File: config.mk
export PLATFORM = sky130hd
export DESIGN_NAME = pan_tilt_deadband_tracker_core
export DESIGN_NICKNAME = d
export VERILOG_FILES = /design/src/rtl/core/pttr_pkg.sv /design/src/rtl/core/pan_tilt_deadband_tracker_core.sv /design/src/rtl/core/pttr_regs.sv /design/src/rtl/core/pttr_axis.sv
export VERILOG_INCLUDE_DIRS = /design/src /design/src/rtl/core
export SDC_FILE = /design/constraint.sdc
export NUM_CORES = 1
export LEC_CHECK = 0
export BUFFER_PORTS_ARGS = -buffer_cell sky130_fd_sc_hd__clkbuf_2
export CORE_ASPECT_RATIO = 1.5
export CORE_MARGIN = 2
export CORE_UTILIZATION = 40
export CTS_CLUSTER_DIAMETER = 100
export DETAILED_ROUTE_END_ITERATION = 16
export PLACE_DENSITY = 0.61
export SYNTH_ARGS = -nofsm -noshare
export SYNTH_HDL_FRONTEND = slang
export SYNTH_SLANG_ARGS = --single-unit
File: constraint.sdc
create_clock -name aclk -period 13.18 [get_ports aclk]
set_clock_uncertainty 0.05 [all_clocks]
set_input_delay 1.318 -clock aclk [delete_from_list [all_inputs] [get_ports aclk]]
set_output_delay 1.318 -clock aclk [all_outputs]
set_load 0.005 [all_outputs]
File: src/rtl/core/pan_tilt_deadband_tracker_core_assert.svh
// Assertion macros for the pan/tilt deadband tracker core.
`ifndef PAN_TILT_DEADBAND_TRACKER_CORE_ASSERT_SVH
`define PAN_TILT_DEADBAND_TRACKER_CORE_ASSERT_SVH

`ifndef SYNTH
// Checked on aclk, switched off while aresetn is low.
`define PTTR_ASSERT(lbl, prop, msg) \
    lbl: assert property (@(posedge aclk) disable iff (!aresetn) prop) else $error(msg);
// Checked on aclk in every cycle, reset included.
`define PTTR_ASSERT_ALWAYS(lbl, prop, msg) \
    lbl: assert property (@(posedge aclk) prop) else $error(msg);
`else
`define PTTR_ASSERT(lbl, prop, msg)
`define PTTR_ASSERT_ALWAYS(lbl, prop, msg)
`endif

`endif

File: src/rtl/core/pttr_pkg.sv
// Package: widths, constants, types and helper functions for the tracker core.
package pttr_pkg;

    localparam int COORD_BITS_DEF = 12;
    localparam int ANGLE_W        = 8;
    localparam int HIGH_W         = 12;
    localparam int PULSE_W        = 6;
    localparam int STEP_W         = 8;
    localparam int DB_W           = 8;
    localparam int CENTRE_W       = 12;
    localparam int ADDR_W         = 4;
    localparam int DATA_W         = 32;
    localparam int IDX_W          = 2;

    localparam logic [ANGLE_W-1:0] ANGLE_MAX    = 8'd180;
    localparam logic [ANGLE_W-1:0] ANGLE_HOME   = 8'd90;
    localparam logic [HIGH_W-1:0]  HIGH_BASE_US = 12'd546;

    // floor(10.3 * a) as (a * HIGH_MUL) >> HIGH_SHIFT; exact for a in 0..255
    localparam int HIGH_MUL_W  = 20;
    localparam logic [HIGH_MUL_W-1:0] HIGH_MUL = 20'd675021;
    localparam int HIGH_SHIFT  = 16;

    // floor(n / 9) as (n * PULSE_MUL) >> PULSE_SHIFT; exact for n below 369
    localparam int PULSE_NUM_W = 9;
    localparam int PULSE_MUL_W = 6;
    localparam logic [PULSE_MUL_W-1:0] PULSE_MUL = 6'd57;
    localparam int PULSE_SHIFT = 9;

    // register indexes
    localparam logic [IDX_W-1:0] REG_STEP_SIZE = 2'd0;
    localparam logic [IDX_W-1:0] REG_DEADBAND  = 2'd1;
    localparam logic [IDX_W-1:0] REG_CENTRE_X  = 2'd2;
    localparam logic [IDX_W-1:0] REG_CENTRE_Y  = 2'd3;

    localparam logic [STEP_W-1:0]   STEP_SIZE_RST = 8'd3;
    localparam logic [DB_W-1:0]     DEADBAND_RST  = 8'd20;
    localparam logic [CENTRE_W-1:0] CENTRE_X_RST  = 12'd640;
    localparam logic [CENTRE_W-1:0] CENTRE_Y_RST  = 12'd360;

    typedef struct packed {
        logic [STEP_W-1:0]   step_size;
        logic [DB_W-1:0]     deadband;
        logic [CENTRE_W-1:0] centre_x;
        logic [CENTRE_W-1:0] centre_y;
    } cfg_t;

    typedef struct packed {
        logic [ANGLE_W-1:0] angle;
        logic [HIGH_W-1:0]  high_us;
        logic [PULSE_W-1:0] pulses;
    } axis_res_t;

    function automatic logic [HIGH_W-1:0] high_time(input logic [ANGLE_W-1:0] angle);
        logic [ANGLE_W+HIGH_MUL_W-1:0] prod;
        prod = {{HIGH_MUL_W{1'b0}}, angle} * {{ANGLE_W{1'b0}}, HIGH_MUL};
        high_time = prod[HIGH_SHIFT +: HIGH_W] + HIGH_BASE_US;
    endfunction

    // ceil(d * 40 / 180) = floor((2d + 8) / 9), d at most 180
    function automatic logic [PULSE_W-1:0] pulse_count(input logic [ANGLE_W-1:0] delta);
        logic [PULSE_NUM_W-1:0]             num;
        logic [PULSE_NUM_W+PULSE_MUL_W-1:0] prod;
        num  = {delta, 1'b0} + 9'd8;
        prod = {{PULSE_MUL_W{1'b0}}, num} * {{PULSE_NUM_W{1'b0}}, PULSE_MUL};
        pulse_count = prod[PULSE_SHIFT +: PULSE_W];
    endfunction

endpackage

File: src/rtl/core/pan_tilt_deadband_tracker_core.sv
// Flow: a transaction accepted on s_ goes into the input register, then into
//   the result register once that is free, and shows on m_ from there.
// Throughput: one transaction per cycle while m_ready is high; input register and
//   result register each hold one item, so a new target is taken while a result waits.
// Reset: aresetn synchronous, active low; clears both stages, sets both
//   angles to 90 degrees and loads the register reset values.
`include "pan_tilt_deadband_tracker_core_assert.svh"

module pan_tilt_deadband_tracker_core #(
    parameter int COORD_BITS = pttr_pkg::COORD_BITS_DEF
) (
    input  logic                           aclk,
    input  logic                           aresetn,
    // target transactions
    input  logic                           s_valid,
    output logic                           s_ready,
    input  logic [COORD_BITS-1:0]          s_target_x,
    input  logic [COORD_BITS-1:0]          s_target_y,
    // result transactions
    output logic                           m_valid,
    input  logic                           m_ready,
    output logic [pttr_pkg::ANGLE_W-1:0]   m_pan_deg,
    output logic [pttr_pkg::ANGLE_W-1:0]   m_tilt_deg,
    output logic [pttr_pkg::HIGH_W-1:0]    m_pan_high_us,
    output logic [pttr_pkg::HIGH_W-1:0]    m_tilt_high_us,
    output logic [pttr_pkg::PULSE_W-1:0]   m_pan_pulses,
    output logic [pttr_pkg::PULSE_W-1:0]   m_tilt_pulses,
    // configuration
    input  logic                           psel,
    input  logic                           penable,
    input  logic                           pwrite,
    input  logic [pttr_pkg::ADDR_W-1:0]    paddr,
    input  logic [pttr_pkg::DATA_W-1:0]    pwdata,
    output logic [pttr_pkg::DATA_W-1:0]    prdata,
    output logic                           pready
);

    pttr_pkg::cfg_t       cfg;
    pttr_pkg::axis_res_t  pan_res, tilt_res;

    // stage 1: input register
    logic                   s1_valid_reg, s1_valid_next;
    logic [COORD_BITS-1:0]  s1_x_reg, s1_y_reg;

    // stage 2: result register
    logic                   m_valid_reg, m_valid_next;
    pttr_pkg::axis_res_t    m_pan_reg, m_tilt_reg;

    // kept servo angles
    logic [pttr_pkg::ANGLE_W-1:0] pan_pos_reg, pan_pos_next;
    logic [pttr_pkg::ANGLE_W-1:0] tilt_pos_reg, tilt_pos_next;

    logic out_free, s1_adv, s_acc;

    assign pready = 1'b1;

    pttr_regs u_regs (
        .aclk    (aclk),
        .aresetn (aresetn),
        .psel    (psel),
        .penable (penable),
        .pwrite  (pwrite),
        .paddr   (paddr),
        .pwdata  (pwdata),
        .prdata  (prdata),
        .cfg     (cfg)
    );

    // Handshake: the result register frees when empty or being taken;
    // stage 1 moves forward into it, and s_ready follows stage 1 space.
    assign out_free = !m_valid_reg || m_ready;
    assign s1_adv   = s1_valid_reg && out_free;
    assign s_ready  = !s1_valid_reg || out_free;
    assign s_acc    = s_valid && s_ready;

    // Both axes work from the registered target and the kept angle.
    pttr_axis #(.COORD_BITS(COORD_BITS)) u_pan (
        .coord     (s1_x_reg),
        .centre    (cfg.centre_x),
        .step_size (cfg.step_size),
        .deadband  (cfg.deadband),
        .old_angle (pan_pos_reg),
        .res       (pan_res)
    );

    pttr_axis #(.COORD_BITS(COORD_BITS)) u_tilt (
        .coord     (s1_y_reg),
        .centre    (cfg.centre_y),
        .step_size (cfg.step_size),
        .deadband  (cfg.deadband),
        .old_angle (tilt_pos_reg),
        .res       (tilt_res)
    );

    always_comb begin
        s1_valid_next = s1_valid_reg;
        if (s_acc) begin
            s1_valid_next = 1'b1;
        end else if (s1_adv) begin
            s1_valid_next = 1'b0;
        end
    end

    always_comb begin
        m_valid_next = m_valid_reg;
        if (s1_adv) begin
            m_valid_next = 1'b1;
        end else if (m_ready) begin
            m_valid_next = 1'b0;
        end
    end

    // angle state advances together with the result register load
    assign pan_pos_next  = s1_adv ? pan_res.angle  : pan_pos_reg;
    assign tilt_pos_next = s1_adv ? tilt_res.angle : tilt_pos_reg;

    always_ff @(posedge aclk) begin
        if (!aresetn) begin
            s1_valid_reg <= 1'b0;
            m_valid_reg  <= 1'b0;
            pan_pos_reg  <= pttr_pkg::ANGLE_HOME;
            tilt_pos_reg <= pttr_pkg::ANGLE_HOME;
        end else begin
            s1_valid_reg <= s1_valid_next;
            m_valid_reg  <= m_valid_next;
            pan_pos_reg  <= pan_pos_next;
            tilt_pos_reg <= tilt_pos_next;
        end
    end

    // payload registers, no reset
    always_ff @(posedge aclk) begin
        if (s_acc) begin
            s1_x_reg <= s_target_x;
            s1_y_reg <= s_target_y;
        end
        if (s1_adv) begin
            m_pan_reg  <= pan_res;
            m_tilt_reg <= tilt_res;
        end
    end

    assign m_valid        = m_valid_reg;
    assign m_pan_deg      = m_pan_reg.angle;
    assign m_tilt_deg     = m_tilt_reg.angle;
    assign m_pan_high_us  = m_pan_reg.high_us;
    assign m_tilt_high_us = m_tilt_reg.high_us;
    assign m_pan_pulses   = m_pan_reg.pulses;
    assign m_tilt_pulses  = m_tilt_reg.pulses;

    // a shown result always carries the angles now kept
    `PTTR_ASSERT(a_result_matches_state, m_valid_reg |-> (m_pan_reg.angle == pan_pos_reg && m_tilt_reg.angle == tilt_pos_reg), "result angle differs from kept angle")
    // kept angles move only when stage 1 hands over
    `PTTR_ASSERT(a_state_moves_on_adv, !s1_adv |=> ($stable(pan_pos_reg) && $stable(tilt_pos_reg)), "angle changed without a transaction")
    // kept angles stay in servo range
    `PTTR_ASSERT(a_angle_range, (pan_pos_reg <= pttr_pkg::ANGLE_MAX) && (tilt_pos_reg <= pttr_pkg::ANGLE_MAX), "angle out of range")
    // empty input stage can always take a transaction
    `PTTR_ASSERT_ALWAYS(a_ready_when_empty, !s1_valid_reg |-> s_ready, "input stage empty but not ready")

endmodule

File: src/rtl/core/pttr_regs.sv
// Configuration register bank with APB-style access.
module pttr_regs (
    input  logic                          aclk,
    input  logic                          aresetn,
    input  logic                          psel,
    input  logic                          penable,
    input  logic                          pwrite,
    input  logic [pttr_pkg::ADDR_W-1:0]   paddr,
    input  logic [pttr_pkg::DATA_W-1:0]   pwdata,
    output logic [pttr_pkg::DATA_W-1:0]   prdata,
    output pttr_pkg::cfg_t                cfg
);

    pttr_pkg::cfg_t cfg_reg;
    pttr_pkg::cfg_t cfg_next;
    logic [pttr_pkg::IDX_W-1:0] idx;
    logic                       wr_en;

    assign idx   = paddr[pttr_pkg::ADDR_W-1:2];
    assign wr_en = psel && penable && pwrite;

    always_comb begin
        cfg_next = cfg_reg;
        if (wr_en) begin
            case (idx)
                pttr_pkg::REG_STEP_SIZE: cfg_next.step_size = pwdata[pttr_pkg::STEP_W-1:0];
                pttr_pkg::REG_DEADBAND:  cfg_next.deadband  = pwdata[pttr_pkg::DB_W-1:0];
                pttr_pkg::REG_CENTRE_X:  cfg_next.centre_x  = pwdata[pttr_pkg::CENTRE_W-1:0];
                pttr_pkg::REG_CENTRE_Y:  cfg_next.centre_y  = pwdata[pttr_pkg::CENTRE_W-1:0];
                default: cfg_next = cfg_reg;
            endcase
        end
    end

    always_comb begin
        case (idx)
            pttr_pkg::REG_STEP_SIZE: prdata = pttr_pkg::DATA_W'(cfg_reg.step_size);
            pttr_pkg::REG_DEADBAND:  prdata = pttr_pkg::DATA_W'(cfg_reg.deadband);
            pttr_pkg::REG_CENTRE_X:  prdata = pttr_pkg::DATA_W'(cfg_reg.centre_x);
            pttr_pkg::REG_CENTRE_Y:  prdata = pttr_pkg::DATA_W'(cfg_reg.centre_y);
            default: prdata = '0;
        endcase
    end

    always_ff @(posedge aclk) begin
        if (!aresetn) begin
            cfg_reg.step_size <= pttr_pkg::STEP_SIZE_RST;
            cfg_reg.deadband  <= pttr_pkg::DEADBAND_RST;
            cfg_reg.centre_x  <= pttr_pkg::CENTRE_X_RST;
            cfg_reg.centre_y  <= pttr_pkg::CENTRE_Y_RST;
        end else begin
            cfg_reg <= cfg_next;
        end
    end

    assign cfg = cfg_reg;

endmodule

File: src/rtl/core/pttr_axis.sv
// One servo axis: deadband test, saturating step, high time and pulse count.
module pttr_axis #(
    parameter int COORD_BITS = pttr_pkg::COORD_BITS_DEF
) (
    input  logic [COORD_BITS-1:0]          coord,
    input  logic [pttr_pkg::CENTRE_W-1:0]  centre,
    input  logic [pttr_pkg::STEP_W-1:0]    step_size,
    input  logic [pttr_pkg::DB_W-1:0]      deadband,
    input  logic [pttr_pkg::ANGLE_W-1:0]   old_angle,
    output pttr_pkg::axis_res_t            res
);

    localparam int CMP_W = ((COORD_BITS > pttr_pkg::CENTRE_W) ?
                            COORD_BITS : pttr_pkg::CENTRE_W) + 1;

    logic [CMP_W-1:0]               c_ext, m_ext, db_ext;
    logic                           go_up, go_down;
    logic [pttr_pkg::ANGLE_W:0]     up_sum;
    logic [pttr_pkg::ANGLE_W-1:0]   up_angle, down_angle, new_angle, delta;

    assign c_ext  = CMP_W'(coord);
    assign m_ext  = CMP_W'(centre);
    assign db_ext = CMP_W'(deadband);

    // centre - deadband compared without going negative
    assign go_up   = c_ext > (m_ext + db_ext);
    assign go_down = (c_ext + db_ext) < m_ext;

    assign up_sum   = {1'b0, old_angle} + {1'b0, step_size};
    assign up_angle = (up_sum > {1'b0, pttr_pkg::ANGLE_MAX}) ?
                      pttr_pkg::ANGLE_MAX : up_sum[pttr_pkg::ANGLE_W-1:0];
    assign down_angle = (step_size > old_angle) ? '0 : (old_angle - step_size);

    always_comb begin
        if (go_up) begin
            new_angle = up_angle;
            delta     = up_angle - old_angle;
        end else if (go_down) begin
            new_angle = down_angle;
            delta     = old_angle - down_angle;
        end else begin
            new_angle = old_angle;
            delta     = '0;
        end
    end

    assign res.angle   = new_angle;
    assign res.high_us = pttr_pkg::high_time(new_angle);
    assign res.pulses  = pttr_pkg::pulse_count(delta);

endmodule

Word level (Yosys, flattened, before mapping)
Index checks and enable logic that the tools add are counted.
Widths: inputs -> output; s select.

cells by class
  $add $sub $neg = 16
  multiply operators = 4
  order comparisons = 8
  equal/unequal tests = 3
  mux-type cells = 17
  reduce and logical (&&, ||, !) cells = 15

operators by type and width
  operator                count
  $pmux 32 s4             1
  $mux 8                  12
  $mul 8x20->28 const B   2
  $add 12x8->13           4
  $sub 8x8->8             6
  $mul 9x6->15 const B    2
  $gt 12x13->1            2
  $lt 13x12->1            2
  $add 12x10->12 const B  2
  $add 8x8->9             2
  $add 9x4->9 const B     2
  $gt 9x8->1 const B      2
  $gt 8x8->1              2
  $reduce_and 2->1        4
  $eq 2x2->1 const B      2
  $logic_and 1x1->1       4
  $mux 1                  4
  $reduce_bool 2->1       2
  $eq 2x1->1 const B      1
  $logic_not 1->1         2
  $logic_not 2->1         1
  $logic_or 1x1->1        2

word-level totals
  flip-flop bits (word level) = 134
  input port bits = 67
  output and inout bits = 87
  logic and storage cells = 79

Longest topological paths before layout
Gate-level depths: netlist of the first run.

  depth after elaboration = 7
  mapped depth = 46
  gate-level depth less buffers = 44

By module
A second synthesis of the first run with hierarchy kept.

second synthesis, totals
  cells, all modules = 1,990
  area total of the unflattened synthesis = 18,064.8 µm²

by module, submodules not included
  module                          instances  cells each  area each (µm²)
  pttr_axis (u_pan)               1          810         6,527.5
  pttr_axis (u_tilt)              1          822         6,501.2
  pan_tilt_deadband_tracker_core  1          158         3,042.9
  pttr_regs                       1          200         1,993.2

Least setup slack after synthesis of the first run
No wires, ideal clock.

  path kind = register to register
  start point = register s1_x_reg[1]
  end point = register m_pan_reg (netlist bit m_pan_high_us[11]) (data pin)
  setup time = 0.270 ns
  arrival time = 9.669 ns
  required time = 12.860 ns
  setup slack = 3.191 ns
  stages on the path, launching flop included = 45
  path buffers = 2
  clock period less this slack = 9.989 ns
  cells stage by stage = edfxtp_1 > ha_1 > a21o_1 > a21oi_1 > o21bai_1 > a21oi_1 > o21bai_1 > a21oi_1 > nor2b_1 > o2111ai_1 > xnor2_1 > ha_1 > nand3_1 > nor2_1 > or4_4 > a211oi_4 > clkbuf_1 > clkbuf_1 > [... 9 more ...] > fa_1 > ha_1 > nand3_1 > nor3b_1 > nor3b_1 > o21ai_1 > mux2_4 > o21ba_4 > a31o_2 > a31oi_1 > ha_1 > nand2_1 > a2111oi_2 > a2111oi_4 > o21ba_1 > or3_1 > a311oi_1 > xor2_1

RTL lines
  item                      RTL line                               source
  start: declaration        pan_tilt_deadband_tracker_core.sv:43   logic [COORD_BITS-1:0] s1_x_reg, s1_y_reg;
  start signal: assignment  pan_tilt_deadband_tracker_core.sv:134  s1_x_reg <= s_target_x;
  end signal: assignment    pan_tilt_deadband_tracker_core.sv:138  m_pan_reg <= pan_res;
  end: declaration          pan_tilt_deadband_tracker_core.sv:47   pttr_pkg::axis_res_t m_pan_reg, m_tilt_reg;

==> flow_summary.ini, run 1 <==
[global_route]
grt_max_degree = 59
track_usage_pct = 20.1
antenna_found_initial = 2
grt-ovfl-total = 0
grt_pass1_wl_mm = 72.1
grt_pass1_vias = 14500

[floorplanning]
die_area_um2 = 45100
dieHeight_um = 259
io_pins = 154
core_area_um2 = 42900
placementRows = 93
start_util_pct = 40.4
die_x_um = 174

[power_and_ir_drop]
p_switching_w = 0.00270
swShare_pct = 48.5
power_frac_clock_pct = 8.8
internal_power_w = 0.00288
p_comb_share_pct = 77.9
p_per_area_nw_per_um2 = 292
pwr-share-seq_pct = 13.3
max-vdd-ir-drop_v = 0.000208
leakage_nw = 9.15

[clock_network]
cts_buffers = 17
clk_path_buf_depth = 2
cts_root_buf = clkbuf_16
clk_latency_ns = 0.46
cts_tree = yes
h-tree-depth = 4
post-cts-setup-buffers = 0
ctsResizeCount = 0
hold_buffers = 0
cts.sinks = 134
path_clk_slew_ns = 0.07

[synth]
synthXorXnorAreaFrac_pct = 7.72
yosys_most_used_dff = edfxtp_1
ys_seq_area_share_pct = 19.8
async_flop_share_pct = 0
ys_warn_count = 0
synth_area_leader_cell = ha_1
synth_edf_count = 76
synthCells = 1900
synth_simple_gate_area_share_pct = 12.8
syn_area_per_cell_um2 = 9.13
netlist_area_um2 = 17400
synth.area.top_cells = ha_1, edfxtp_1, fa_1, dfxtp_1, xnor2_1
synth_mux_area_share_pct = 3.45
synth_top_area_share_pct = 23.6
synth-adder-area-share_pct = 31.6
synth_cell_types = 89
synth-seq-cells = 134
synth_compound_area_share_pct = 17.7
synth_top_family_by_area = adder cells

[finish]
area_growth_pct = 9.94
final_cells = 2588
fillCellCount = 4199
final_nets = 2469
largest_reg_flops = 40
final_common_cell = ha_1
final_cell_mix = ha_1, inv_1, nand2_1
antenna_cells = 0
drive_gt1_share_pct = 10.1
post-route-util_pct = 44.4

[timing]
max_freq_ghz = 0.0895
tightest_slew_ns = 1.22
setup_viol = 0
hold_violations = 0
fin_ws_ns = 2.00
slew_violations = 0
grt_setup_unrepaired = no
whs_ns = 0.463
relSlewSlack_pct = 18.8
period_share_pct = 84.8
fin_setup_tns_ns = 0
final.min_clock_period_ns = 11.18

[routing]
highest_layer = met5
routed_via_density = 5.38
antenna_left = 0
wl_met2_mm = 24.2
drtIter0Drc = 478
met3_length_mm = 1.27
met1_length_mm = 16.9
vias = 13900
wl_per_cell_um = 17.2
wl_mm = 44.5
drcViolationCount = 0
firstDrtPassIters = 4

[status]
outcome = finished, final reports clean

[worst_hold_path]
hold_class = flop to flop

[place]
gp_congestion = 0.905
dp.cells = 2556
dp_hpwl_mm = 36.7
place_ws_ns = 2.04
portBuffers = 110

[flow_run]
timing.max_cap.violations = 0

[worst_setup_path]
end_kind = flop
path_class = flop to flop
crit_fanout = 22
cp_common_cell = ha_1
slowest_stage = a211oi_4
cp_data_arrival_time_ns = 11.32
cp-start-kind = flop
crit_required_ns = 13.33
slowest_delay_ns = 0.81
[final timing paths]
| path | endpoint | cells past startpoint | from | slack, ns |
|---|---|---|---|---|
| hold / removal | u_regs.cfg[1] | 2 | u_regs.cfg[1] | 0.46 |
| setup reg to reg | m_pan_high_us[11] | 44 | s1_x_reg[1] | 2.00 |
| setup / recovery | m_pan_high_us[11] | 44 | s1_x_reg[1] | 2.00 |
| hold reg to reg | u_regs.cfg[1] | 2 | u_regs.cfg[1] | 0.46 |
[cell usage after synthesis (all sizes together), types with 23 or more instances]
library cell	number
ha	327
inv	228
nand2	117
a21oi	105
xnor2	100
nor2	88
edfxtp	76
o21ai	73
fa	70
a21o	61
dfxtp	58
nor2b	58
xor2	53
mux2i	37
nand3	34
o211ai	32
buf	30
clkbuf	28
o21bai	23
[power groups by stage]
| stage | sequential, W | combinational (W) | clock, W |
|---|---|---|---|
| after floorplan | 0.000756 | 0.00340 | 0 |
| after global placement | 0.000751 | 0.00420 | 0 |
| after detailed placement | 0.000752 | 0.00434 | 0 |
| after CTS | 0.000743 | 0.00438 | 0.000509 |
| after global routing | 0.000749 | 0.00497 | 0.000524 |
| final | 0.000742 | 0.00434 | 0.000494 |
[area by class of cell]
type | count | area (µm²) | area share (%)
Clock inverter | 15 | 159 | 0.833
Multi-Input combinational cell | 1499 | 12800 | 67.2
Clock buffer | 17 | 425 | 2.23
Tap cell | 570 | 713 | 3.74
Sequential cell | 134 | 3440 | 18.0
Timing Repair Buffer | 125 | 663 | 3.48
Inverter | 228 | 856 | 4.49
[metal layers]
metal | GRT usage (%) | up-vias
met5 | 0 | -
met3 | 2.81 | 106
met4 | 10.4 | 4
met2 | 39.7 | 248
met1 | 20.3 | 6655
li1 | - | 6904
[through the flow]
stage | area [µm²] | power, W
after floorplan | 17400 | 0.00415
after global placement | 18500 | 0.00495
after detailed placement | 18500 | 0.00510
after CTS | 19100 | 0.00563
after global routing | 19100 | 0.00624
final | 19100 | 0.00558
[critical path, delay by kind of cell, from the launching register on]
| kind | cells | cell delay (ns) |
|---|---|---|
| compound gates | 22 | 5.74 |
| xor+xnor | 3 | 0.44 |
| fa+ha+maj | 8 | 2.24 |
| buf+inv | 1 | 0.11 |
| flops | 1 | 0.46 |
| simple gates | 10 | 1.88 |
[logic make-up (layout without fill, tap and decap cells)]
group                      Yosys count  after routing
AOI/OAI and AO/OA                  442            442
and+or+nand+nor                    437            437
adders and majority gates          397            397
buffers and inverters              286            385
xor gates and xnor gates           153            153
DFF                                134            134
muxes                               49             49
other                                2             21
Note: power is estimated with default switching activity, not from simulation.
==> run 2: changes to the inputs <==
PLACE_DENSITY = 0.63   (was 0.61)
clock period = 9.9 ns   (was 13.18 ns; I/O delays follow)
==> run 2 against run 1 <==
Non-clock buffer count is 77 higher. Count of clock-buffer cells in the layout is 4 higher. Die area stayed put. Cell count is 3.0% higher. Hold slack better by 0.013 ns. Design area is 4.8% higher. Clock power is 31% higher. Critical endpoint unchanged. Largest power group unchanged.
==> flow_summary.ini, run 2 (synthesized netlist as in run 1, its figures left out) <==
[floorplanning]
start_util_pct = 40.4
io_pins = 154
placementRows = 93
die_x_um = 174
core_area_um2 = 42900
die_area_um2 = 45100
dieHeight_um = 259

[worst_setup_path]
slowest_stage = fa_1
cp-start-kind = flop
ff2ff_setup_slack_ns = 0.32
crit_fanout = 8
path_class = flop to flop
r2r_cells = 45
end_kind = flop
cp_data_arrival_time_ns = 9.73
crit_required_ns = 10.05
slowest_delay_ns = 0.55
r2r-end = m_pan_high_us[11]
worstReg2RegStart = s1_x_reg[1]

[clock_network]
h-tree-depth = 4
path_clk_slew_ns = 0.06
hold_buffers = 0
clk_latency_ns = 0.46
cts_buffers = 17
clk_path_buf_depth = 2
cts_tree = yes
cts_root_buf = clkbuf_16
cts.sinks = 134

[worst_hold_path]
hold_depth = 1
min_from = s1_valid_reg
hold_class = flop to flop
hold_end = m_valid

[status]
outcome = finished, final reports clean

[finish]
final_common_cell = ha_1
fillCellCount = 4086
final_nets = 2546
area_growth_pct = 15.2
antenna_cells = 0
final_cell_mix = ha_1, inv_1, nand2_1
drive_gt1_share_pct = 15.8
largest_reg_flops = 40

[place]
portBuffers = 110
gp_congestion = 0.904
dp_hpwl_mm = 37.7

[routing]
antenna_left = 0
wl_per_cell_um = 17.2
drcViolationCount = 0
vias = 14300
routed_via_density = 5.36
wl_mm = 46.0
drtIter0Drc = 551
firstDrtPassIters = 4

[timing]
period_share_pct = 96.8
setup_viol = 0
final.min_clock_period_ns = 9.58
max_freq_ghz = 0.104
tightest_slew_ns = 1.17
fin_setup_tns_ns = 0
hold_violations = 0
relSlewSlack_pct = 21.7
slew_violations = 0
whs_ns = 0.476

[global_route]
grt-ovfl-total = 0
grt_max_degree = 62
antenna_found_initial = 1
track_usage_pct = 20.5
grt_pass1_wl_mm = 73.6
grt_pass1_vias = 15000

[power_and_ir_drop]
leakage_nw = 9.58
max-vdd-ir-drop_v = 0.000318
p_per_area_nw_per_um2 = 401

[flow_run]
timing.max_cap.violations = 0
## run 2: through the flow
step,power (W),setup slack [ns],cells,util (%),area (µm²)
2_1_floorplan,0.00553,0.0207,1919,-,17400
3_3_place_gp,0.00704,0.114,2622,44.3,19000
3_5_place_dp,0.00724,-0.129,2622,44.3,19000
4_1_cts,0.00795,0.0213,2654,45.6,19600
5_1_grt,0.00889,-0.0597,2665,46.6,20000
6_report,0.00801,0.317,2665,46.6,20000
## run 2: worst max path at each step
stage                   startpoint  depth (start not counted)                 to  slack (ns)
global placement       s1_x_reg[1]                         46  m_pan_high_us[11]        0.11
detailed placement  u_regs.cfg[24]                         46  m_pan_high_us[11]       -0.13
global route           s1_x_reg[1]                         45  m_pan_high_us[11]       -0.06
finish                 s1_x_reg[1]                         45  m_pan_high_us[11]        0.32
CTS                    s1_x_reg[1]                         44  m_pan_high_us[11]        0.02
floorplan              s1_x_reg[1]                         41  m_pan_high_us[11]        0.02
## run 2: area by class of cell
| class | count | area, µm² | share of cell area (%) |
|---|---|---|---|
| multi-input cells | 1499 | 13100 | 65.6 |
| clock inverters | 11 | 83.8 | 0.419 |
| inverters | 228 | 860 | 4.30 |
| well taps | 570 | 713 | 3.57 |
| repair buffers | 202 | 1290 | 6.43 |
| flip-flops and latches | 134 | 3450 | 17.3 |
| clock buffers | 21 | 492 | 2.46 |
## run 2: power breakdown
group / total [W] / switching, W / leakage, nW / internal [W]
logic: 0.00637 / 0.00340 / 8.09 / 0.00297
registers: 0.000988 / 0.0000388 / 1.19 / 0.000949
clock network: 0.000646 / 0.000287 / 0.291 / 0.000359
## run 2: layer usage
layer  part of all wire (%)  wire length (µm)  track usage (%)  up-vias
met3                    2.8              1310             2.50      158
met5                  0.028                13                0        -
li1                       -                 -                -     7063
met2                     52             24100             38.6      319
met4                    6.7              3090             14.2        2
met1                     38             17400             20.9     6750
## run 2: what timing repair did
| item | in CTS | in global routing |
|---|---|---|
| pin swaps | 0 | 19 |
| cloned | 0 | 1 |
| buffers inserted | 0 | 10 |
| endpoints found under the hold margin | 0 | 0 |
| setup endpoints to repair | 1 | 6 |
| gates resized for setup | 4 | 64 |
## run 2: worst max-delay path, delay by kind of cell, from the launching register on
kind / cells / cell delay, ns
AOI/OAI and AO/OA: 21 / 4.03
DFF: 1 / 0.39
buffers and inverters: 6 / 0.80
and+or+nand+nor: 8 / 1.36
adders and majority gates: 7 / 2.31
xor gates and xnor gates: 3 / 0.41
==> run 3: changes to the inputs <==
ABC_AREA = 1   (was default)
==> run 3 against run 2 <==
Worst setup slack better by 1.1 ns. Maximum frequency up 12%. Design area down 3.6%. Largest cell class unchanged.
==> flow_summary.ini, run 3 <==
[status]
outcome = finished, final reports clean

[routing]
vias = 15300
highest_layer = met4
drcViolationCount = 0
met3_length_mm = 1.45
wl_mm = 45.9
drtIter0Drc = 864
antenna_left = 0
wl_per_cell_um = 15.3
firstDrtPassIters = 5
wl_met2_mm = 24.8
met1_length_mm = 18.5
routed_via_density = 5.11

[floorplanning]
core_area_um2 = 43600
die_area_um2 = 45600
dieHeight_um = 261
start_util_pct = 40.2
io_pins = 154
placementRows = 94
die_x_um = 175

[global_route]
grt_pass1_vias = 15500
grt_pass1_wl_mm = 75.2
track_usage_pct = 20.7
grt-ovfl-total = 0
grt_max_degree = 50
antenna_found_initial = 0

[finish]
register_area_um2 = 3440
final_cell_mix = nand2_1, inv_1, ha_1
area_growth_pct = 9.85
fillCellCount = 4410
final_common_cell = nand2_1
antenna_cells = 0
final_nets = 2872
drive_gt1_share_pct = 9.42
multi_input_area_um2 = 12500
largest_reg_flops = 40

[synth]
synth-seq-cells = 134
ys_warn_count = 0
ys_seq_area_share_pct = 19.6
synth.area.top_cells = ha_1, edfxtp_1, nand2_1, inv_1, fa_1
synth.most_common_cell = nand2_1
yosys_most_used_dff = edfxtp_1
synth_top_area_share_pct = 23.3
synth_edf_count = 76
synth_cell_types = 56
synth_commonest_cells = nand2_1, inv_1, ha_1
synthCells = 2299
synth_area_leader_cell = ha_1
netlist_area_um2 = 17500
async_flop_share_pct = 0
syn_area_per_cell_um2 = 7.63

[timing]
grt_setup_unrepaired = no
slew_violations = 0
max_freq_ghz = 0.117
tightest_slew_ns = 1.14
hold_violations = 0
final.min_clock_period_ns = 8.53
relSlewSlack_pct = 24.1
fin_setup_tns_ns = 0
period_share_pct = 86.2
setup_viol = 0

[clock_network]
clk_path_buf_depth = 2
post-cts-setup-buffers = 0
clk_latency_ns = 0.47
cts_root_buf = clkbuf_16
cts_tree = yes
cts.sinks = 134
path_clk_slew_ns = 0.07
cts_buffers = 17
h-tree-depth = 4
ctsResizeCount = 0
hold_buffers = 0

[place]
gp_congestion = 0.929
dp_hpwl_mm = 37.9
portBuffers = 110

[worst_setup_path]
cp-start-kind = flop
path_class = flop to flop
slowest_stage = o21ai_0
worstReg2RegStart = u_regs.cfg[26]
r2r_cells = 42
slowest_delay_ns = 0.59
crit_fanout = 9
end_kind = flop
ff2ff_setup_slack_ns = 1.37
cp_data_arrival_time_ns = 8.70
path_buf_inv = 4
crit_required_ns = 10.07
cp_top_family = adder cells
r2r-end = m_tilt_high_us[10]

[worst_hold_path]
hold_end = m_valid
hold_class = flop to flop
min_from = m_valid
hold_depth = 2

[flow_run]
timing.max_cap.violations = 0
-- run 3: cell types whose count changed in the layout (fill, tap and decap cells not counted), moves of 17 or more --
cell	delta
a21boi_0	-17
mux2i_1	-36
a21o_1	-48
o21ai_0	+71
nor2_1	+64
nand2b_1	-21
nand3_1	+83
nand2_1	+304
inv_1	+159
xnor2_1	-64
buf_4	-82
a21oi_1	+84
nor2b_1	-56
-- run 3: per-layer routing --
layer,vias up,track usage (%)
li1,7816,-
met1,7084,22.5
met2,333,40.7
met3,77,2.33
met4,0,7.45
met5,-,0
-- run 3: worst max path at each step --
stage	from	to	slack, ns	depth (start not counted)
final	u_regs.cfg[26]	m_tilt_high_us[10]	1.37	42
after CTS	u_regs.cfg[25]	m_tilt_high_us[10]	1.42	36
after floorplan	s1_y_reg[2]	m_tilt_high_us[8]	2.61	42
after global placement	u_regs.cfg[25]	m_pan_high_us[8]	1.51	33
after detailed placement	u_regs.cfg[25]	m_tilt_high_us[10]	1.44	36
after global routing	u_regs.cfg[26]	m_tilt_high_us[10]	0.48	42
-- run 3: kinds of logic after synthesis --
family	Yosys count	share of synthesized area, %
buf+inv	437	9.84
compound gates	426	13.7
xor+xnor	107	5.73
flops	134	19.6
other cells	2	0.0428
fa+ha+maj	397	31.3
simple gates	796	19.7
-- run 3: tightest hold or removal path: cells and delay by family (launching register included) --
| kind | cells | cell delay [ns] |
|---|---|---|
| AO/OA/AOI/OAI | 1 | 0.06 |
| flip-flops | 1 | 0.33 |
| AND/OR/NAND/NOR | 1 | 0.08 |
-- run 3: final cells by class --
| class | count | area share (%) |
|---|---|---|
| inverter | 393 | 7.65 |
| timing repair buffer | 115 | 3.05 |
| clock buffer | 19 | 2.47 |
| sequential | 134 | 17.9 |
| multi-input combinational | 1747 | 64.6 |
| tap | 576 | 3.74 |
| clock inverter | 13 | 0.649 |
-- run 3: metrics by stage --
| stage | std cells | instance area, µm² | setup slack (ns) | util [%] | hold WS [ns] |
|---|---|---|---|---|---|
| after floorplan | 2318 | 17600 | 2.61 | - | 0.406 |
| after global placement | 2965 | 18700 | 1.51 | 42.8 | 0.447 |
| after detailed placement | 2965 | 18700 | 1.44 | 42.8 | 0.456 |
| after CTS | 2997 | 19300 | 1.42 | 44.2 | 0.471 |
| after global routing | 2997 | 19300 | 0.484 | 44.2 | 0.509 |
| final | 2997 | 19300 | 1.37 | 44.2 | 0.464 |
Power of run 3 is left out: the tool's default activity adds up to more than one toggle a clock period on the data nets, which glitch-free logic cannot reach.
